### src/rtl/encp_pkg.sv
// Package: shared types and constants of the encoder PID drive balancer.
`timescale 1ns / 1ps
`default_nettype none
package encp_pkg;

	// request operation codes
	typedef enum logic [1:0] {
		OP_RIGHT_EDGE = 2'd0,
		OP_LEFT_EDGE  = 2'd1,
		OP_TICK       = 2'd2
	} op_t;

	// configuration register indexes
	localparam logic [7:0] REG_KP   = 8'd0;
	localparam logic [7:0] REG_KI   = 8'd1;
	localparam logic [7:0] REG_KD   = 8'd2;
	localparam logic [7:0] REG_BASE = 8'd3;

	// configuration reset values
	localparam logic [15:0] KP_RESET   = 16'd154;
	localparam logic [15:0] KI_RESET   = 16'd0;
	localparam logic [15:0] KD_RESET   = 16'd0;
	localparam logic [7:0]  BASE_RESET = 8'd80;

	localparam int ERR_W     = 32;
	localparam int QUEUE_DEPTH = 4;
	localparam int QPTR_W    = $clog2(QUEUE_DEPTH);

	localparam logic signed [ERR_W-1:0] ERR_MAX = 32'sh7FFF_FFFF;
	localparam logic signed [ERR_W-1:0] ERR_MIN = 32'sh8000_0000;

endpackage
`default_nettype wire

### src/rtl/encp_if.sv
// Interfaces: request, response and configuration channels.
`timescale 1ns / 1ps
`default_nettype none
interface encp_req_if import encp_pkg::*; ();
	logic       valid;
	logic       ready;
	logic [1:0] operation;
	logic       phase_b;
	modport source (output valid, output operation, output phase_b, input ready);
	modport sink   (input valid, input operation, input phase_b, output ready);
endinterface

`default_nettype wire

### src/rtl/encp_front.sv
// Front end: accepts requests, keeps wheel counters, forms the tick error.
`timescale 1ns / 1ps
`default_nettype none
module encp_front import encp_pkg::*; #(
	parameter int COUNT_WIDTH = 32
) (
	input  wire logic                    clk,
	input  wire logic                    arst_n,
	encp_req_if.sink                     req,
	input  wire logic                    q_full,
	output logic                         q_push,
	output logic signed [ERR_W-1:0]      q_err
);

	logic [COUNT_WIDTH-1:0] right_q;
	logic [COUNT_WIDTH-1:0] left_q;
	logic [COUNT_WIDTH-1:0] diff;
	logic                   accept;
	op_t                    op;

	assign req.ready = !q_full;
	assign accept    = req.valid && req.ready;
	assign op        = op_t'(req.operation);
	assign diff      = left_q - right_q;

	// difference saturated to the 32 bit error range
	generate
		if (COUNT_WIDTH <= ERR_W) begin : g_narrow
			assign q_err = ERR_W'($signed(diff));
		end else begin : g_wide
			logic [COUNT_WIDTH-ERR_W:0] upper;
			logic                       fits;
			assign upper = diff[COUNT_WIDTH-1:ERR_W-1];
			assign fits  = (&upper) || !(|upper);
			assign q_err = fits ? $signed(diff[ERR_W-1:0])
				: (diff[COUNT_WIDTH-1] ? ERR_MIN : ERR_MAX);
		end
	endgenerate

	assign q_push = accept && (op == OP_TICK);

	// encoder counters
	always_ff @(posedge clk or negedge arst_n) begin
		if (!arst_n) begin
			right_q <= '0;
			left_q  <= '0;
		end else if (accept) begin
			case (op)
				OP_RIGHT_EDGE: right_q <= req.phase_b ? right_q - 1'b1 : right_q + 1'b1;
				OP_LEFT_EDGE:  left_q  <= req.phase_b ? left_q + 1'b1 : left_q - 1'b1;
				default: ;
			endcase
		end
	end

endmodule
`default_nettype wire

### src/flat_wrapper.sv
// flat-port wrapper written by rule: the top's interface ports become plain ports
module encp_front_flat import encp_pkg::*;
#(
	parameter int COUNT_WIDTH = 32
)
  (clk, arst_n, q_full, q_push, q_err, req_valid, req_operation, req_phase_b, req_ready);
  encp_req_if req_i ();
  input  wire logic clk;
  input  wire logic arst_n;
  input  wire logic q_full;
  output logic q_push;
  output logic signed [ERR_W-1:0] q_err;
  input wire logic [$bits(req_i.valid)-1:0] req_valid;
  input wire logic [$bits(req_i.operation)-1:0] req_operation;
  input wire logic [$bits(req_i.phase_b)-1:0] req_phase_b;
  output wire logic [$bits(req_i.ready)-1:0] req_ready;
  assign req_i.valid = req_valid;
  assign req_i.operation = req_operation;
  assign req_i.phase_b = req_phase_b;
  assign req_ready = req_i.ready;
  encp_front #(.COUNT_WIDTH(COUNT_WIDTH)) u_core (.clk(clk), .arst_n(arst_n), .req(req_i), .q_full(q_full), .q_push(q_push), .q_err(q_err));
endmodule
### config.mk
export PLATFORM = sky130hd
export DESIGN_NAME = encp_front_flat
export DESIGN_NICKNAME = d
export VERILOG_FILES = /design/src/rtl/encp_pkg.sv /design/src/rtl/encp_if.sv /design/src/rtl/encp_front.sv /design/src/flat_wrapper.sv
export SDC_FILE = /design/constraint.sdc
export NUM_CORES = 1
export LEC_CHECK = 0
export ABC_AREA = 1
export BUFFER_PORTS_ARGS = -buffer_cell sky130_fd_sc_hd__buf_4
export CAP_MARGIN = 20
export CORE_AREA = 2 2 133 122
export DETAILED_ROUTE_END_ITERATION = 12
export DIE_AREA = 0 0 135 124
export HOLD_SLACK_MARGIN = 0.06
export PLACE_DENSITY_LB_ADDON = 0.15
export SYNTH_ARGS = -nofsm -noshare
export SYNTH_HDL_FRONTEND = slang
export SYNTH_SLANG_ARGS = --single-unit
### constraint.sdc
create_clock -name clk -period 2.7 [get_ports clk]
set_input_delay 0.27 -clock clk [delete_from_list [all_inputs] [get_ports clk]]
set_output_delay 0.27 -clock clk [all_outputs]
set_load 0.01 [all_outputs]
==> impl_metrics.yaml <==
finish:
  drive_gt1_frac: 0.09856
  final_cell_mix: "nand2_1 (621), inv_1 (291), nor2_1 (124)"
  stdcell_area_sq_um: 10270
  diodes: 0
  mostFrequentLayoutCell: "nand2_1"
  area_growth_pct: 13.37
  nFillCells: 1488
  seq_area_sq_um: 1603
  nets: 1760
  multi_input_area_sq_um: 6571
clocking:
  path_clk_slew_ns: 0.06
  clk_path_buf_depth: 2
  cts_tree: "done"
  cts_buffers: 9
  cts-root-buf: "clkbuf_16"
  insertion_delay_ns: 0.35
  cts_sinks: 64
  cts_hold_buf: 0
  htreeDepth: 3
synthesis:
  yosys_warnings: 0
  synth_nets: 1702
  ys_ff_latch: 64
  synthCells: 1601
  seq_area_frac_synth: 0.1768
  synth_cell_types: 35
  syn_area_sq_um: 9059
  synthFlopType: "dfrtp_1"
  synth_edf_count: 0
  async_reset_ff_frac: 1.000
  synth.avg_cell_area_sq_um: 5.658
critical_path:
  crit_chain: "ha_4 > fa_2 > inv_2 > nand3_2 > nand2_4 > nand2_1 > o211ai_1 > buf_4 > a21oi_2 > xnor2_1 > buf_4"
  end_kind: "primary output"
  slowest_stage: "dfrtp_1"
  start_kind: "flip-flop"
  critical_path_buf_inv_count: 3
  critPathArrivalTime_ns: 2.50
  crit_required_ns: 2.43
  crit_family: "adder cells"
  crit_fanout: 4
  worst-setup-path-type: "flip-flop to primary output"
  crit_top_cell: "buf_4"
  critPathMaxStageDelay_ns: 0.41
timing:
  rsz0062_at_grt: "yes"
  timing.final.crit_period_ns: 2.771
  tightest_slew_ns: 0.9250
  clock.fmax_mhz: 360.9
  finClkSkew_ns: 0.005580
  final.setup.worst_slack_ns: -0.07090
  hold_violations: 0
  relSlewSlack: 0.3826
  post-route-period-util: 1.026
  setup_viol_count_final: 2
  fin_setup_tns_ns: -0.07868
  report.final.slew_viol_count: 0
detailed_routing:
  ant_nets: 0
  drc: 0
  drt_iter0_drc: 915
  drtPass1Iterations: 7
  viasPerCell: 5.279
  drt_wl_total_mm: 26.91
  detailroute.via_count: 9850
  routedWlPerCell_um: 14.42
global_route:
  gr-usage-all-layers: 0.3205
  grt_first_pass_wirelength_mm: 42.08
  antenna_found_initial: 0
  grt_max_degree: 65
  grt_pass1_vias: 8523
  grt_util_met1: 0.4616
  met3_usage: 0.06919
  overflow: 0
  gr-usage-met2: 0.4930
  grt.busiest_layer: "met2"
status:
  violations: "setup timing"
  status: "finished with violations"
die:
  start_util: 0.5929
  die-area_sq_um: 16740
  core_sq_um: 15280
  rows: 43
  die_w_um: 135
  die_h_um: 124
  io_pins: 41
placement:
  placedInstanceArea_sq_um: 9605
  hpwl_mm: 21.07
  gp_congestion: 0.9317
  io_buffers: 40
run:
  max_cap_violations: 0
min_path:
  hold_path.class: "primary input to asynchronous set/reset pin"
-- area by class of cell --
class	instances	area share
Multi-Input combinational cell	1231	0.6399
Sequential cell	64	0.1561
Inverter	295	0.1081
Timing Repair Buffer	58	0.04471
Tap cell	202	0.02461
Clock buffer	10	0.02327
Clock inverter	6	0.003411
-- routing by layer --
metal,routed length (um),share of wire
met1,13000,0.48
met2,11490,0.43
met3,2058,0.076
met4,370,0.014
met5,0,0
-- synthesized netlist by cell type (4+ instances only) --
library cell	instances	area [sq um]
o21bai_1	9	67.56
o21ai_1	14	70.07
nand3_1	112	560.5
dfrtp_1	64	1602
a21oi_1	81	405.4
nor2_1	130	488.0
nand4_1	11	68.82
clkbuf_1	4	15.01
ha_1	91	1139
nand3b_1	7	52.55
nor3_1	12	60.06
xnor2_1	25	219.0
o21ai_2	7	61.31
nand2_1	639	2399
inv_1	293	1100
o21ai_0	32	160.2
xor2_1	24	210.2
nand2_2	10	62.56
-- kinds of logic (layout without fill, tap and decap cells) --
group,after synthesis,count (layout),synth area share
xor+xnor,49,49,0.04738
simple gates,934,934,0.4195
compound gates,154,154,0.09365
fa+ha+maj,94,94,0.1323
flops,64,64,0.1768
buf+inv,306,369,0.1304
-- metrics by stage --
| step | hold slack, ns | worst slack [ns] | utilization | instances |
|---|---|---|---|---|
| 2_1_floorplan | -0.02559 | 0.4886 | - | 1601 |
| 3_3_place_gp | 0.4442 | 0.2263 | 0.6286 | 1839 |
| 3_5_place_dp | 0.4648 | 0.1548 | 0.6286 | 1839 |
| 4_1_cts | 0.09518 | 0.001622 | 0.6505 | 1860 |
| 5_1_grt | 0.1321 | -0.1410 | 0.6721 | 1866 |
| 6_report | 0.05387 | -0.07090 | 0.6721 | 1866 |
-- sequential cells by signal, summed over array words and instances, names as in the netlist --
name and cells:
u_core.right_q 32, u_core.left_q 32
-- worst paths after layout --
check / to / from / slack, ns / depth (start not counted)
hold / removal: u_core.left_q[29] / arst_n / 0.05 / 1
max in group asynchronous: u_core.right_q[1] / arst_n / 1.99 / 1
setup reg to reg: u_core.right_q[28] / u_core.right_q[0] / 0.37 / 11
hold reg to reg: u_core.right_q[10] / u_core.right_q[10] / 0.51 / 2
min in group clk: u_core.left_q[1] / req_phase_b / 0.41 / 3
setup / recovery: q_err[16] / u_core.right_q[0] / -0.07 / 11
-- timing repair --
item | CTS | global route
pin swaps | 2 | 16
setup endpoints to repair | 10 | 22
setup buffers | 5 | 6
resized for setup | 6 | 78
hold endpoints to repair | 0 | 0
Power is not shown: default switching activity piles up to over one toggle a cycle in this logic, so the estimate is an artifact.
