File: config.mk
export PLATFORM = sky130hd
export DESIGN_NAME = encp_back_flat
export DESIGN_NICKNAME = d
export VERILOG_FILES = /design/src/rtl/encp_pkg.sv /design/src/rtl/encp_if.sv /design/src/rtl/encp_back.sv /design/src/flat_wrapper.sv
export SDC_FILE = /design/constraint.sdc
export NUM_CORES = 2
export LEC_CHECK = 0
export ABC_AREA = 1
export CAP_MARGIN = 10
export CORE_ASPECT_RATIO = 1.5
export CORE_MARGIN = 1.5
export CORE_UTILIZATION = 50
export DETAILED_ROUTE_END_ITERATION = 7
export DONT_BUFFER_PORTS = 1
export GPL_TIMING_DRIVEN = 0
export PLACE_DENSITY = 0.67
export SYNTH_ARGS = -nofsm -noshare
export SYNTH_HDL_FRONTEND = slang
export SYNTH_SLANG_ARGS = --single-unit
File: constraint.sdc
create_clock -name clk -period 20.7 [get_ports clk]
set_input_delay 1.035 -clock clk [delete_from_list [all_inputs] [get_ports clk]]
set_output_delay 1.035 -clock clk [all_outputs]
set_load 0.01 [all_outputs]
File: src/rtl/encp_pkg.sv
// Package: shared types and constants of the encoder PID drive balancer.
`timescale 1ns / 1ps
`default_nettype none
package encp_pkg;

	// request operation codes
	typedef enum logic [1:0] {
		OP_RIGHT_EDGE = 2'd0,
		OP_LEFT_EDGE  = 2'd1,
		OP_TICK       = 2'd2
	} op_t;

	// configuration register indexes
	localparam logic [7:0] REG_KP   = 8'd0;
	localparam logic [7:0] REG_KI   = 8'd1;
	localparam logic [7:0] REG_KD   = 8'd2;
	localparam logic [7:0] REG_BASE = 8'd3;

	// configuration reset values
	localparam logic [15:0] KP_RESET   = 16'd154;
	localparam logic [15:0] KI_RESET   = 16'd0;
	localparam logic [15:0] KD_RESET   = 16'd0;
	localparam logic [7:0]  BASE_RESET = 8'd80;

	localparam int ERR_W     = 32;
	localparam int QUEUE_DEPTH = 4;
	localparam int QPTR_W    = $clog2(QUEUE_DEPTH);

	localparam logic signed [ERR_W-1:0] ERR_MAX = 32'sh7FFF_FFFF;
	localparam logic signed [ERR_W-1:0] ERR_MIN = 32'sh8000_0000;

endpackage
`default_nettype wire

File: src/rtl/encp_if.sv
// Interfaces: request, response and configuration channels.
`timescale 1ns / 1ps
`default_nettype none


interface encp_rsp_if import encp_pkg::*; ();
	logic              valid;
	logic              ready;
	logic [7:0]        right_drive;
	logic [7:0]        left_drive;
	logic signed [31:0] count_difference;
	modport source (output valid, output right_drive, output left_drive,
		output count_difference, input ready);
	modport sink   (input valid, input right_drive, input left_drive,
		input count_difference, output ready);
endinterface

`default_nettype wire

File: src/rtl/encp_back.sv
// Back end: PID pipeline from queued error to clamped drive levels.
`timescale 1ns / 1ps
`default_nettype none
module encp_back import encp_pkg::*; (
	input  wire logic                    clk,
	input  wire logic                    arst_n,
	input  wire logic                    q_empty,
	input  wire logic signed [ERR_W-1:0] q_err,
	output logic                         q_pop,
	input  wire logic [15:0]             kp,
	input  wire logic [15:0]             ki,
	input  wire logic [15:0]             kd,
	input  wire logic [7:0]              base,
	encp_rsp_if.source                   rsp
);

	logic en;

	// stage 1: integral and derivative
	logic                    valid_s1;
	logic signed [31:0]      err_s1;
	logic signed [31:0]      sum_s1;
	logic signed [32:0]      deriv_s1;
	logic signed [31:0]      esum_q;
	logic signed [31:0]      last_q;
	logic signed [32:0]      sum_raw;
	logic signed [31:0]      sum_sat;

	// stage 2: products
	logic                    valid_s2;
	logic signed [31:0]      err_s2;
	logic signed [48:0]      p_s2;
	logic signed [48:0]      i_s2;
	logic signed [49:0]      d_s2;

	// stage 3: accumulate
	logic                    valid_s3;
	logic signed [31:0]      err_s3;
	logic signed [51:0]      acc_s3;

	// output stage
	logic                    out_valid_q;
	logic signed [51:0]      acc_bias;
	logic signed [43:0]      corr;
	logic signed [44:0]      right_sum;
	logic signed [44:0]      left_sum;
	logic [7:0]              right_cl;
	logic [7:0]              left_cl;

	assign en        = !out_valid_q || rsp.ready;
	assign q_pop     = en && !q_empty;
	assign rsp.valid = out_valid_q;

	assign sum_raw = 33'(esum_q) + 33'(q_err);
	assign sum_sat = (sum_raw > 33'(ERR_MAX)) ? ERR_MAX
		: ((sum_raw < 33'(ERR_MIN)) ? ERR_MIN : sum_raw[31:0]);

	// truncate toward zero, then clamp both sides
	assign acc_bias  = acc_s3 + (acc_s3[51] ? 52'sd255 : 52'sd0);
	assign corr      = acc_bias[51:8];
	assign right_sum = $signed({37'd0, base}) + 45'(corr);
	assign left_sum  = $signed({37'd0, base}) - 45'(corr);
	assign right_cl  = right_sum[44] ? 8'd0 : ((right_sum > 45'sd255) ? 8'd255 : right_sum[7:0]);
	assign left_cl   = left_sum[44] ? 8'd0 : ((left_sum > 45'sd255) ? 8'd255 : left_sum[7:0]);

	// control state and integrator state
	always_ff @(posedge clk or negedge arst_n) begin
		if (!arst_n) begin
			valid_s1    <= 1'b0;
			valid_s2    <= 1'b0;
			valid_s3    <= 1'b0;
			out_valid_q <= 1'b0;
			esum_q      <= '0;
			last_q      <= '0;
		end else if (en) begin
			valid_s1    <= !q_empty;
			valid_s2    <= valid_s1;
			valid_s3    <= valid_s2;
			out_valid_q <= valid_s3;
			if (!q_empty) begin
				esum_q <= sum_sat;
				last_q <= q_err;
			end
		end
	end

	// datapath registers
	always_ff @(posedge clk) begin
		if (en) begin
			err_s1   <= q_err;
			sum_s1   <= sum_sat;
			deriv_s1 <= 33'(q_err) - 33'(last_q);

			err_s2 <= err_s1;
			p_s2   <= $signed({1'b0, kp}) * err_s1;
			i_s2   <= $signed({1'b0, ki}) * sum_s1;
			d_s2   <= $signed({1'b0, kd}) * deriv_s1;

			err_s3 <= err_s2;
			acc_s3 <= 52'(p_s2) + 52'(i_s2) + 52'(d_s2);

			rsp.right_drive      <= right_cl;
			rsp.left_drive       <= left_cl;
			rsp.count_difference <= err_s3;
		end
	end

endmodule
`default_nettype wire

File: src/flat_wrapper.sv
// flat-port wrapper written by rule: the top's interface ports become plain ports
module encp_back_flat import encp_pkg::*;
  (clk, arst_n, q_empty, q_err, q_pop, kp, ki, kd, base, rsp_valid, rsp_right_drive, rsp_left_drive, rsp_count_difference, rsp_ready);
  encp_rsp_if rsp_i ();
  input  wire logic clk;
  input  wire logic arst_n;
  input  wire logic q_empty;
  input  wire logic signed [ERR_W-1:0] q_err;
  output logic q_pop;
  input  wire logic [15:0] kp;
  input  wire logic [15:0] ki;
  input  wire logic [15:0] kd;
  input  wire logic [7:0] base;
  output wire logic [$bits(rsp_i.valid)-1:0] rsp_valid;
  output wire logic [$bits(rsp_i.right_drive)-1:0] rsp_right_drive;
  output wire logic [$bits(rsp_i.left_drive)-1:0] rsp_left_drive;
  output wire logic [$bits(rsp_i.count_difference)-1:0] rsp_count_difference;
  input wire logic [$bits(rsp_i.ready)-1:0] rsp_ready;
  assign rsp_valid = rsp_i.valid;
  assign rsp_right_drive = rsp_i.right_drive;
  assign rsp_left_drive = rsp_i.left_drive;
  assign rsp_count_difference = rsp_i.count_difference;
  assign rsp_i.ready = rsp_ready;
  encp_back u_core (.clk(clk), .arst_n(arst_n), .q_empty(q_empty), .q_err(q_err), .q_pop(q_pop), .kp(kp), .ki(ki), .kd(kd), .base(base), .rsp(rsp_i));
endmodule
==> impl_metrics.ini <==
[outcome]
outcome = finished, final reports clean

[route]
drt_wl_total_um = 273000
antenna_left = 0
drcViolationCount = 0
num_vias = 67000
wl_per_cell_um = 21.5
first_iter_violations = 4437
vias_per_cell = 5.26
drt-pass1-iter-count = 6

[logic_synthesis]
netlist_instances = 10400
async_flop_share_pct = 14.3
ys_warn_count = 0
syn_area_um2 = 84100
synth-edff-count = 408
synth_nets = 12500
synth-seq-cells = 476
syn_avg_cell_area_um2 = 8.11
ys.flop_type = edfxtp_1
yosysUniqueCellTypes = 57
ys_seq_area_share_pct = 16.6

[clock_tree]
cts.clk_slew.worst_paths_ps = 70
postCtsResizedCells = 0
cts_setup_buffers = 0
cts_buffers = 50
cts_tree = built
cts_hold_buf = 0
ctsRootBufferMaster = clkbuf_16
clock_sinks = 476
cts-htree-levels = 2
clkLatencyLatePin_ps = 660
clock_path_buffers = 3

[critical_path]
r2r_end = u_core.d_s2[48]$_DFFE_PN_
cp_max_fo = 10
worstSetupEndpointType = register
worstReg2RegStart = u_core.deriv_s1[11]$_DFFE_PN_
reg2regPathDepth = 23
worstPathRequired_ps = 21040
arrival_ps = 8710
critical_path_class = primary input to register
r2r_setup_slack_ps = 12470
start_kind = primary input

[place]
hpwlAfterDp_um = 235000
io_buffers = 0
gp_congestion = 0.996

[global_route]
grt_overflow_total = 0
grt_max_degree = 142
busiest_layer = met2
grtUsageTotal_pct = 32.9
grt_pass1_wl_um = 417000
grt_use_met3_pct = 4.73
met1_usage_pct = 36.5
grtUsageMet2_pct = 57.4
antenna_found_initial = 19
grt_pass1_vias = 71500

[floorplanning]
die_h_um = 505
dieArea_um2 = 171000
initial_core_util_pct = 50.2
die_x_um = 338
core_area_um2 = 167000
top_level_ports = 142
rows = 184

[timing]
fin_crit_sh_pct = 40.5
maxSlewViolCount = 0
rsz0062_at_grt = no
period_minus_slack_ps = 8380
slew_headroom_pct = 21.4
setup-violations-final = 0
clock_skew_ps = 42.5
fmax_mhz = 119
worst_pin_slew_ps = 1180
hold_viol_final = 0
setup_tns_ps = 0
whs_ps = 67.6

[final_layout]
nNetsFinal = 12500
syn_to_final_growth_pct = 5.56
mostFrequentLayoutCells = 2925 x inv_1, 2646 x nand2_1, 1536 x fa_1
drive_gt1_share_pct = 2.05
layout_commonest_cell = inv_1

[min_path]
hold_class = primary input to asynchronous set/reset pin

[flow_run]
maxCapViolCount = 0
Yosys cell counts (3+ instances only):
| cell | n | area, µm² |
|---|---|---|
| edfxtp_1 | 408 | 12300 |
| o21bai_1 | 10 | 75.1 |
| a21o_1 | 11 | 82.6 |
| nor4_1 | 10 | 62.6 |
| xor2_1 | 159 | 1390 |
| nor2_4 | 12 | 135 |
| buf_1 | 3 | 11.3 |
| o31ai_1 | 4 | 30.0 |
| o221ai_1 | 7 | 61.3 |
| inv_2 | 13 | 48.8 |
| xnor2_1 | 119 | 1040 |
| or2_2 | 12 | 75.1 |
| o211ai_1 | 10 | 75.1 |
| a2111oi_0 | 3 | 26.3 |
| nand3b_1 | 5 | 37.5 |
| nand2_2 | 26 | 163 |
| clkbuf_1 | 367 | 1380 |
| dfrtp_1 | 68 | 1700 |
| a21boi_0 | 22 | 165 |
| o21ai_1 | 18 | 90.1 |
| nor3_1 | 36 | 180 |
| ha_1 | 492 | 6160 |
| and2_1 | 5 | 31.3 |
| a211oi_1 | 8 | 60.1 |
| a221oi_1 | 6 | 52.6 |
| nor2_1 | 441 | 1660 |
| nor2_2 | 31 | 194 |
| nand3_1 | 212 | 1060 |
| o21a_1 | 19 | 143 |
| a31oi_1 | 73 | 457 |
| inv_1 | 2926 | 11000 |
| o21ai_0 | 198 | 991 |
| nand2_1 | 2646 | 9930 |
| fa_1 | 1536 | 30700 |
| nand4_1 | 55 | 344 |
| a21oi_1 | 345 | 1730 |
| nand3_2 | 17 | 170 |
| o2111ai_1 | 3 | 26.3 |
registers in the layout, summed over array words and instances (netlist names), 33 cells and up:
| register | flops |
|---|---|
| u_core.acc_s3 | 51 |
| u_core.p_s2 | 49 |
| u_core.i_s2 | 49 |
| u_core.deriv_s1 | 33 |
| u_core.d_s2 | 50 |
worst max-delay path: stages:
cell	delay (ps)
clkbuf_1	650
clkbuf_1	620
nand2_1	190
fa_1	560
fa_1	490
fa_1	550
inv_1	50
fa_1	510
fa_1	520
inv_1	60
fa_1	490
inv_1	60
ha_1	410
a21oi_1	140
nor2_1	110
nor2_1	50
o21ai_0	160
a21oi_1	100
o21ai_0	440
nand3_1	180
o31ai_1	480
a31oi_1	210
xor2_1	610
logic make-up after synthesis:
kind of cell	share of synthesized area, %
AND/OR/NAND/NOR	16.8
adder cells (fa/ha/maj)	43.9
flip-flops	16.6
AO/OA/AOI/OAI	4.91
buffers and inverters	14.8
XOR/XNOR	2.90
metrics by stage:
step           cell area, µm²  util, %  std cells  setup WS, ps
2_1_floorplan           84100        -      10400         10870
3_3_place_gp            86900     51.9      12600          7910
3_5_place_dp            87000     52.0      12600         11850
4_1_cts                 88600     53.0      12700         12460
5_1_grt                 88700     53.0      12700         12090
6_report                88700     53.0      12700         12320
worst max-delay path by stage:
stage                         start                     endpoint  slack (ps)
after floorplan           rsp_ready  u_core.valid_s1$_DFFE_PN0N_       10870
after global placement    rsp_ready  u_core.acc_s3[43]$_DFFE_PN_        7910
after detailed placement     kd[11]    u_core.d_s2[48]$_DFFE_PN_       11850
after CTS                     kd[2]    u_core.d_s2[48]$_DFFE_PN_       12460
after global routing          kd[8]    u_core.d_s2[48]$_DFFE_PN_       12090
final                         kd[2]    u_core.d_s2[48]$_DFFE_PN_       12320
final cells by class:
class	instances	area, µm²
Clock inverter	36	422
Fill cell	15900	78600
Clock buffer	54	1270
Inverter	2940	11000
Sequential cell	476	14000
Multi-Input combinational cell	6568	57600
Antenna cell	36	90.1
Timing Repair Buffer	4	93.8
Buffer	378	1450
Tap cell	2232	2790
metal layers:
| layer | part of all wire, % | wire, µm |
|---|---|---|
| met3 | 6.3 | 17200 |
| met4 | 8.8 | 24200 |
| met5 | 0.0095 | 26 |
| met2 | 50 | 136000 |
| met1 | 35 | 95500 |
Power is not shown: default switching activity piles up to over one toggle a cycle in this logic, so the estimate is an artifact.
