==> config.mk <==
export PLATFORM = sky130hd
export DESIGN_NAME = encp_fifo
export DESIGN_NICKNAME = d
export VERILOG_FILES = /design/src/rtl/encp_pkg.sv /design/src/rtl/encp_fifo.sv
export SDC_FILE = /design/constraint.sdc
export NUM_CORES = 1
export LEC_CHECK = 0
export BUFFER_PORTS_ARGS = -buffer_cell sky130_fd_sc_hd__clkbuf_2
export CORE_MARGIN = 2
export CORE_UTILIZATION = 45
export DETAILED_ROUTE_END_ITERATION = 10
export GPL_TIMING_DRIVEN = 0
export SLEW_MARGIN = 30
export SYNTH_ARGS = -nofsm -noshare
export SYNTH_HDL_FRONTEND = slang
export SYNTH_SLANG_ARGS = --single-unit
==> constraint.sdc <==
create_clock -name clk -period 2.2 [get_ports clk]
set_input_delay 0.33 -clock clk [delete_from_list [all_inputs] [get_ports clk]]
set_output_delay 0.33 -clock clk [all_outputs]
set_load 0.1 [all_outputs]
==> src/rtl/encp_pkg.sv <==
// Package: shared types and constants of the encoder PID drive balancer.
`timescale 1ns / 1ps
`default_nettype none
package encp_pkg;

	// request operation codes
	typedef enum logic [1:0] {
		OP_RIGHT_EDGE = 2'd0,
		OP_LEFT_EDGE  = 2'd1,
		OP_TICK       = 2'd2
	} op_t;

	// configuration register indexes
	localparam logic [7:0] REG_KP   = 8'd0;
	localparam logic [7:0] REG_KI   = 8'd1;
	localparam logic [7:0] REG_KD   = 8'd2;
	localparam logic [7:0] REG_BASE = 8'd3;

	// configuration reset values
	localparam logic [15:0] KP_RESET   = 16'd154;
	localparam logic [15:0] KI_RESET   = 16'd0;
	localparam logic [15:0] KD_RESET   = 16'd0;
	localparam logic [7:0]  BASE_RESET = 8'd80;

	localparam int ERR_W     = 32;
	localparam int QUEUE_DEPTH = 4;
	localparam int QPTR_W    = $clog2(QUEUE_DEPTH);

	localparam logic signed [ERR_W-1:0] ERR_MAX = 32'sh7FFF_FFFF;
	localparam logic signed [ERR_W-1:0] ERR_MIN = 32'sh8000_0000;

endpackage
`default_nettype wire

==> src/rtl/encp_fifo.sv <==
// Short queue of tick errors between front and back.
`timescale 1ns / 1ps
`default_nettype none
module encp_fifo import encp_pkg::*; (
	input  wire logic                    clk,
	input  wire logic                    arst_n,
	input  wire logic                    push,
	input  wire logic signed [ERR_W-1:0] push_err,
	input  wire logic                    pop,
	output logic                         full,
	output logic                         empty,
	output logic signed [ERR_W-1:0]      head_err
);

	logic signed [ERR_W-1:0] mem_q [QUEUE_DEPTH];
	logic [QPTR_W-1:0]       wr_q;
	logic [QPTR_W-1:0]       rd_q;
	logic [QPTR_W:0]         cnt_q;
	logic                    do_push;
	logic                    do_pop;

	assign full     = (cnt_q == (QPTR_W+1)'(QUEUE_DEPTH));
	assign empty    = (cnt_q == '0);
	assign do_push  = push && !full;
	assign do_pop   = pop && !empty;
	assign head_err = mem_q[rd_q];

	// storage
	always_ff @(posedge clk) begin
		if (do_push) begin
			mem_q[wr_q] <= push_err;
		end
	end

	// pointers and fill count
	always_ff @(posedge clk or negedge arst_n) begin
		if (!arst_n) begin
			wr_q  <= '0;
			rd_q  <= '0;
			cnt_q <= '0;
		end else begin
			if (do_push) wr_q <= wr_q + 1'b1;
			if (do_pop)  rd_q <= rd_q + 1'b1;
			if (do_push && !do_pop)      cnt_q <= cnt_q + 1'b1;
			else if (do_pop && !do_push) cnt_q <= cnt_q - 1'b1;
		end
	end

endmodule
`default_nettype wire

==> flow_summary.yaml, run 1 <==
outcome:
  status: "complete, no violations"
floorplanning:
  die-area_sq_um: 12200
  fp.dieH_microns: 110
  fp.dieW_microns: 110
  start_util_pct: 46.6
  rows: 38
  fp.coreArea_sq_um: 10900
  ios: 70
timing:
  rsz0062_at_grt: "yes"
  tightestPinTransition_ps: 912
  hold_viol_final: 0
  relSlewSlack_pct: 39.2
  min_period_ps: 2180
  post-route-period-util_pct: 99.2
  fin_hold_ws_ps: 140
  slew_violations: 0
  worst_slack_ps: 17.3
  fmax_ghz: 0.458
  clock_skew_ps: 8.44
  setup_viol: 0
  finalSetupTns_ps: 0
yosys:
  yosysTopAreaCellShare_pct: 75.4
  synth_seq_area_share_pct: 78.9
  synth.top_cells.by_area: "edfxtp_1 (75%), mux4_2 (12%), dfrtp_1 (3.4%), mux4_1 (2.1%), ha_1 (1.2%)"
  synth_top_area_cell: "edfxtp_1"
  ys.flop_type: "edfxtp_1"
  ys_top_cells_by_count: "edfxtp_1 (128), mux4_2 (28), dfrtp_1 (7)"
  synth_edf_count: 128
  yosys_warnings: 0
  synthArstFlopShare_pct: 5.19
  synth_most_common_cell: "edfxtp_1"
  synth_area_sq_um: 5090
  synth.net_count: 246
  synth_area_per_cell_sq_um: 25.0
  yosysUniqueCellTypes: 22
  synth-seq-cells: 135
  syn_inst: 204
job:
  max_cap_violations: 0
cts:
  cts_sinks: 135
  insertion_delay_ps: 410
  cts_buffers: 17
  cts_tree: "done"
  cts_root_buffer: "clkbuf_16"
  cts_max_path_buffers: 2
  clkTransAtPathRegs_ps: 60
  htree_levels: 4
place:
  place_congestion: 0.613
  dp.cells: 413
  place_worst_setup_slack_ps: 109
  port_buffers: 69
  dp_hpwl_microns: 4810
layout:
  diodes: 0
  nets: 336
  area_delta_synth_final_pct: 29.3
  instances_no_fill: 447
  drive_above_1_share_pct: 47.6
  fill_cells: 816
global_routing:
  antenna_found_initial: 0
  grt_overflow: 0
  grt_pass1_vias: 2538
  grt_first_pass_wirelength_microns: 13400
  grt_max_degree: 33
  grt_use_total_pct: 15.0
route:
  ant_nets: 0
  viasPerCell: 5.10
  drt_iter0_drc: 112
  wl_microns: 8420
  drc: 0
  wl_per_cell_microns: 18.8
  via_count: 2281
  first_pass_iters: 4
setup_path:
  cp_data_arrival_time_ps: 1850
  reg2reg_from: "cnt_q[0]"
  crit_path_start_kind: "flop"
  crit_fanout: 10
  path_class: "flop to primary output"
  crit_path_start: "rd_q[0]"
  cp.required_ps: 1870
  worstSetupEndpointType: "primary output"
worst_hold_path:
  hold_path_class: "input pin to flop"
  min_from: "push_err[15]"
==> placed cells by master (no fill, tap or decap), drive strengths merged, types with 2 or more instances in the layout <==
| cell type | n |
|---|---|
| ha | 5 |
| inv | 4 |
| bufinv | 3 |
| and2 | 4 |
| xnor2 | 4 |
| mux4 | 32 |
| edfxtp | 128 |
| dfrtp | 7 |
| buf | 34 |
| clkbuf | 68 |
| clkinv | 5 |
| xor2 | 2 |
| mux2 | 2 |
==> stage by stage <==
step	util, %	cell area (sq um)
2_1_floorplan	-	5120
3_3_place_gp	51.6	5640
3_5_place_dp	51.6	5640
4_1_cts	59.8	6540
5_1_grt	60.2	6590
6_report	60.2	6590
==> worst max-delay path, stage by stage (launching register included) <==
cell and delay, ps:
dfrtp_1 340, buf_6 150, buf_12 160, mux4_2 560
clkbuf_16 220
==> routing by layer <==
metal	up-vias	global-route usage (%)	share of wire, %
met5	-	0	0
met4	0	6.00	1.5
met3	14	6.26	5.9
met2	61	24.9	52
met1	1169	17.5	41
li1	1037	-	-
==> path summary, 6_finish.rpt <==
check | endpoint | slack (ps) | cells past startpoint
setup / recovery | head_err[29] | 20 | 4
hold / removal | mem_q[2][15] | 140 | 1
setup reg to reg | cnt_q[2] | 120 | 8
hold reg to reg | cnt_q[2] | 490 | 1
max in group asynchronous | cnt_q[0] | 1730 | 2
min in group asynchronous | cnt_q[1] | 290 | 2
==> state kept, by name (all words and copies together) (netlist names) <==
name	flops
rd_q	2
cnt_q	3
mem_q	128
wr_q	2
==> cells by family (layout without fill, tap and decap cells) <==
group,Yosys count,count (layout),share of synthesized area (%)
simple gates,10,10,1.23
buf+inv,13,116,2.28
mux,34,34,15.0
xor+xnor,6,6,1.03
flops,135,135,78.9
fa+ha+maj,6,6,1.62
==> cell type report <==
class,instances,area (sq um),area share (%)
clock inverter,9,123,1.86
clock buffer,23,478,7.26
multi-input combinational,56,983,14.9
timing repair buffer,72,688,10.4
inverter,4,15.0,0.228
sequential,135,4020,61.0
tap,140,175,2.66
buffer,8,105,1.60
==> timing repair <==
item                                    in CTS  in global routing
endpoints found under the hold margin        7                  0
hold buffers                                 1                  0
endpoints found under the setup margin      32                 30
setup buffers                                1                  1
gates resized for setup                     65                 26
Power of run 1 is left out: the tool's default activity adds up to more than one toggle a clock period on the data nets, which glitch-free logic cannot reach.
==> run 2: changes to the inputs <==
--- a/config.mk
+++ b/config.mk
@@ -7,7 +7,7 @@
 export LEC_CHECK = 0
 export BUFFER_PORTS_ARGS = -buffer_cell sky130_fd_sc_hd__clkbuf_2
 export CORE_MARGIN = 2
-export CORE_UTILIZATION = 45
+export CORE_UTILIZATION = 40
 export DETAILED_ROUTE_END_ITERATION = 10
 export GPL_TIMING_DRIVEN = 0
 export SLEW_MARGIN = 30
==> run 2 against run 1 <==
  * Register-to-register slack improved by 40 ps
  * Non-clock buffer count down 1
  * Via count is 0.18% higher
  * Global-route usage shrank 1.3 points
  * Critical path type unchanged
  * Largest cell class unchanged
==> flow_summary.yaml, run 2 (same netlist as run 1, synthesis figures left out) <==
route:
  wl_per_cell_microns: 18.1
  wl_microns: 8670
  viasPerCell: 4.78
  ant_nets: 0
  first_pass_iters: 4
  via_count: 2285
  drt_iter0_drc: 124
  drc: 0
floorplanning:
  ios: 70
  fp.dieW_microns: 117
  fp.coreArea_sq_um: 12500
  start_util_pct: 40.7
  fp.dieH_microns: 117
  die-area_sq_um: 13700
  rows: 41
timing:
  fmax_ghz: 0.460
  setup_viol: 0
  clock_skew_ps: 4.39
  rsz0062_at_grt: "yes"
  relSlewSlack_pct: 37.2
  hold_viol_final: 0
  tightestPinTransition_ps: 942
  post-route-period-util_pct: 98.8
  min_period_ps: 2170
  slew_violations: 0
global_routing:
  grt_use_total_pct: 13.8
  grt_pass1_vias: 2383
  antenna_found_initial: 0
  grt_overflow: 0
  grt_first_pass_wirelength_microns: 12900
  grt_max_degree: 33
cts:
  cts_tree: "done"
  cts_buffers: 17
  cts_root_buffer: "clkbuf_16"
  cts_max_path_buffers: 2
  cts_sinks: 135
  insertion_delay_ps: 410
  clkTransAtPathRegs_ps: 50
  htree_levels: 4
worst_hold_path:
  whs_path_depth: 1
  hold_path_class: "input pin to flop"
setup_path:
  path_class: "flop to primary output"
  cp_data_arrival_time_ps: 1840
  cp_slowest_stage_delay_ps: 550
  crit_path_start_kind: "flop"
  crit_buf_inv: 3
  crit_path_cell_trace: "buf_6, buf_12, mux4_2, clkbuf_16"
  crit_cells: 4
  crit_fanout: 9
  worstSetupEndpointType: "primary output"
  cp.required_ps: 1870
  rr_worst_depth: 8
  cpLargestDelayFamily: "multiplexers"
  slowest_stage: "mux4_2"
layout:
  final_cell_mix: "edfxtp_1 (128), clkbuf_2 (36), mux4_2 (28), buf_8 (27), clkbuf_16 (18)"
  reg_top3: "mem_q (128), cnt_q (3)"
  layout_commonest_cell: "edfxtp_1"
  diodes: 0
  drive_above_1_share_pct: 48.4
  top_register: "mem_q"
  largest_reg_flops: 128
  fill_cells: 1022
  area_delta_synth_final_pct: 30.5
  final_area_sq_um: 6650
  nets: 335
place:
  place_congestion: 0.646
  place_area_sq_um: 5680
  port_buffers: 69
  dp_hpwl_microns: 4950
job:
  max_cap_violations: 0
outcome:
  status: "complete, no violations"
-- run 2: cell count changes in the layout (fill, tap and decap cells not counted), moves of 3 or more --
cell      previous run  this run
buf_4                7         4
buf_8               19        27
clkbuf_4             0         5
clkbuf_8            10         0
-- run 2: what timing repair did --
action,4_1_cts,5_1_grt
hold endpoints to repair,7,0
pin swaps,0,0
hold buffers,1,0
buffers inserted,1,0
endpoints found under the setup margin,32,30
resized for setup,64,32
-- run 2: path summary, 6_finish.rpt --
check                             from      endpoint  slack (ps)
hold / removal             push_err[0]   mem_q[2][0]         130
min in group asynchronous       arst_n      cnt_q[1]         300
setup / recovery               rd_q[0]  head_err[10]          30
hold reg to reg               cnt_q[2]      cnt_q[2]         510
max in group asynchronous       arst_n      cnt_q[0]        1720
setup reg to reg              cnt_q[0]      cnt_q[2]         160
-- run 2: metrics by stage --
stage / setup slack, ps / cells / TNS, ps / util (%) / hold WS (ps)
2_1_floorplan: -371 / 204 / -13430 / - / 34.4
3_3_place_gp: 108 / 445 / 0 / 45.4 / 175
3_5_place_dp: 72.9 / 445 / 0 / 45.4 / 180
4_1_cts: -15.0 / 478 / -48.8 / 52.7 / 111
5_1_grt: -37.0 / 478 / -243 / 53.1 / 124
6_report: 25.9 / 478 / 0 / 53.1 / 133
-- run 2: layer usage --
metal	GRT usage, %	routed length [microns]	vias up
li1	-	-	1034
met1	16.3	3690	1175
met2	22.2	4360	58
met3	5.10	418	18
met4	7.06	196	0
met5	0	0	-
-- run 2: worst reg2reg max path, stage by stage (launching register included) --
cell,delay (ps)
dfrtp_2,450
or3_4,420
nand2_2,110
ha_4,150
inv_2,40
fa_1,370
xor2_1,150
nor2_1,120
xor2_1,160
-- run 2: final cells by class --
class | instances | area (sq um) | share of cell area [%]
clock buffers | 18 | 429 | 6.45
flip-flops and latches | 135 | 4020 | 60.5
plain buffers | 8 | 105 | 1.58
inverters | 4 | 15.0 | 0.226
multi-input cells | 56 | 993 | 14.9
well taps | 172 | 215 | 3.24
repair buffers | 71 | 666 | 10.0
clock inverters | 14 | 206 | 3.10
Power of run 2 is left out for the same reason.
==> run 3: changes to the inputs <==
--- a/config.mk
+++ b/config.mk
@@ -10,6 +10,7 @@
 export CORE_UTILIZATION = 40
 export DETAILED_ROUTE_END_ITERATION = 10
 export GPL_TIMING_DRIVEN = 0
+export PLACE_DENSITY = 0.68
 export SLEW_MARGIN = 30
 export SYNTH_ARGS = -nofsm -noshare
 export SYNTH_HDL_FRONTEND = slang
==> run 3 against run 2 <==
  * Fmax grew 0.79%
  * Cell count decreased by 0.42%
  * Flip-flop and latch count did not move
  * Sequential share of layout area rose by 0.50 points
  * Critical path depth unchanged
  * Register-to-register slack lost 60 ps
  * Design area down 0.83%
  * Die area unchanged
  * Non-clock buffer count fell by 1
  * First-iteration DRC count is 40% higher
==> flow_summary.yaml, run 3 (same netlist as run 1, synthesis figures left out) <==
outcome:
  status: "complete, no violations"
place:
  port_buffers: 69
  place_area_sq_um: 5680
  dp_hpwl_microns: 5010
  place_congestion: 0.675
global_routing:
  grt_first_pass_wirelength_microns: 12900
  grt_pass1_vias: 2455
  grt_use_total_pct: 13.5
  grt_overflow: 0
  grt_max_degree: 33
  antenna_found_initial: 0
route:
  first_pass_iters: 4
  viasPerCell: 4.78
  drt_iter0_drc: 173
  via_count: 2274
  drc: 0
  wl_microns: 8420
  wl_per_cell_microns: 17.7
  ant_nets: 0
floorplanning:
  rows: 41
  fp.dieH_microns: 117
  start_util_pct: 40.7
  fp.dieW_microns: 117
  fp.coreArea_sq_um: 12500
  ios: 70
  die-area_sq_um: 13700
setup_path:
  cp_data_arrival_time_ps: 1830
  worstSetupEndpointType: "primary output"
  slowest_stage: "mux4_2"
  rrSetupSlack_ps: 100
  crit_path_start_kind: "flop"
  reg2reg_from: "cnt_q[0]"
  cp_slowest_stage_delay_ps: 540
  crit_fanout: 10
  cpLargestDelayFamily: "buffers and inverters"
  path_class: "flop to primary output"
  cp.required_ps: 1870
  crit_path_cell_trace: "buf_6, buf_12, mux4_2, buf_8"
  rr_worst_depth: 8
  crit_buf_inv: 3
  r2r-end: "cnt_q[2]"
timing:
  clock_skew_ps: 10.9
  fmax_ghz: 0.464
  rsz0062_at_grt: "yes"
  post-route-period-util_pct: 98.0
  hold_viol_final: 0
  setup_viol: 0
  relSlewSlack_pct: 39.1
  finalSetupTns_ps: 0
  tightestPinTransition_ps: 913
  slew_violations: 0
  min_period_ps: 2160
worst_hold_path:
  whs_path_depth: 1
  hold_end: "mem_q[1][11]"
  hold_path_class: "input pin to flop"
  min_from: "push_err[11]"
layout:
  drive_above_1_share_pct: 47.7
  final_cell_mix: "edfxtp_1 (128), clkbuf_2 (36), mux4_2 (28), buf_8 (28), clkbuf_16 (17)"
  largest_reg_flops: 128
  layout_commonest_cell: "edfxtp_1"
  reg_top3: "mem_q (128), cnt_q (3)"
  final_area_sq_um: 6600
  area_delta_synth_final_pct: 29.4
  top_register: "mem_q"
  diodes: 0
  nets: 334
cts:
  post_cts_buffers: 0
  clkTransAtPathRegs_ps: 60
  cts_root_buffer: "clkbuf_16"
  cts_tree: "done"
  insertion_delay_ps: 410
  cts_buffers: 17
  cts_sinks: 135
  cts_max_path_buffers: 2
  htree_levels: 4
job:
  max_cap_violations: 0
==> run 3: cell count changes in the layout (fill, tap and decap cells not counted), sizes merged <==
| cell | previous run | this run |
|---|---|---|
| bufinv | 5 | 4 |
| buf | 36 | 38 |
| clkbuf | 60 | 57 |
==> run 3: area by class of cell <==
class                      count  area (sq um)
buffer                         8           105
clock buffer                  18           429
clock inverter                13           181
fill                        1002          5920
inverter                       4          15.0
multi-input combinational     56           983
sequential                   135          4020
tap                          172           215
timing repair buffer          70           646
==> run 3: worst max path at each step <==
stage,from,end,slack [ps],depth (start not counted)
after floorplan,cnt_q[1],cnt_q[1],-370,7
after global placement,cnt_q[0],cnt_q[2],110,8
after detailed placement,cnt_q[0],cnt_q[2],100,8
after CTS,rd_q[0],head_err[2],-8,4
after global routing,rd_q[0],head_err[2],-40,4
final,rd_q[0],head_err[2],40,4
==> run 3: what timing repair did <==
action / CTS / global route
gates resized for setup: 63 / 31
pin swaps: 0 / 0
hold buffers: 1 / 0
endpoints found under the setup margin: 32 / 31
endpoints found under the hold margin: 7 / 0
==> run 3: routing by layer <==
layer / vias up / part of all wire, % / track usage [%]
met5: - / 0 / 0
met4: 0 / 0.97 / 4.47
met3: 7 / 4.2 / 5.51
met2: 52 / 50 / 21.7
met1: 1188 / 45 / 16.8
li1: 1027 / - / -
==> run 3: worst register-to-register path, cell delays in order, from the launching register on <==
cell and delay (ps):
dfrtp_2 450, or3_1 440, nand2_1 160, ha_4 160, inv_2 30, fa_1 360
xor2_1 150, nor2_1 110, xor2_1 170
==> run 3: metrics by stage <==
stage | setup slack [ps] | hold slack [ps] | cells | util [%]
detailed placement | 96.3 | 187 | 445 | 45.4
CTS | -8.49 | 127 | 476 | 52.4
finish | 43.0 | 135 | 476 | 52.7
global route | -42.7 | 118 | 476 | 52.7
floorplan | -371 | 34.4 | 204 | -
global placement | 115 | 176 | 445 | 45.4
Power of run 3 is left out for the same reason.
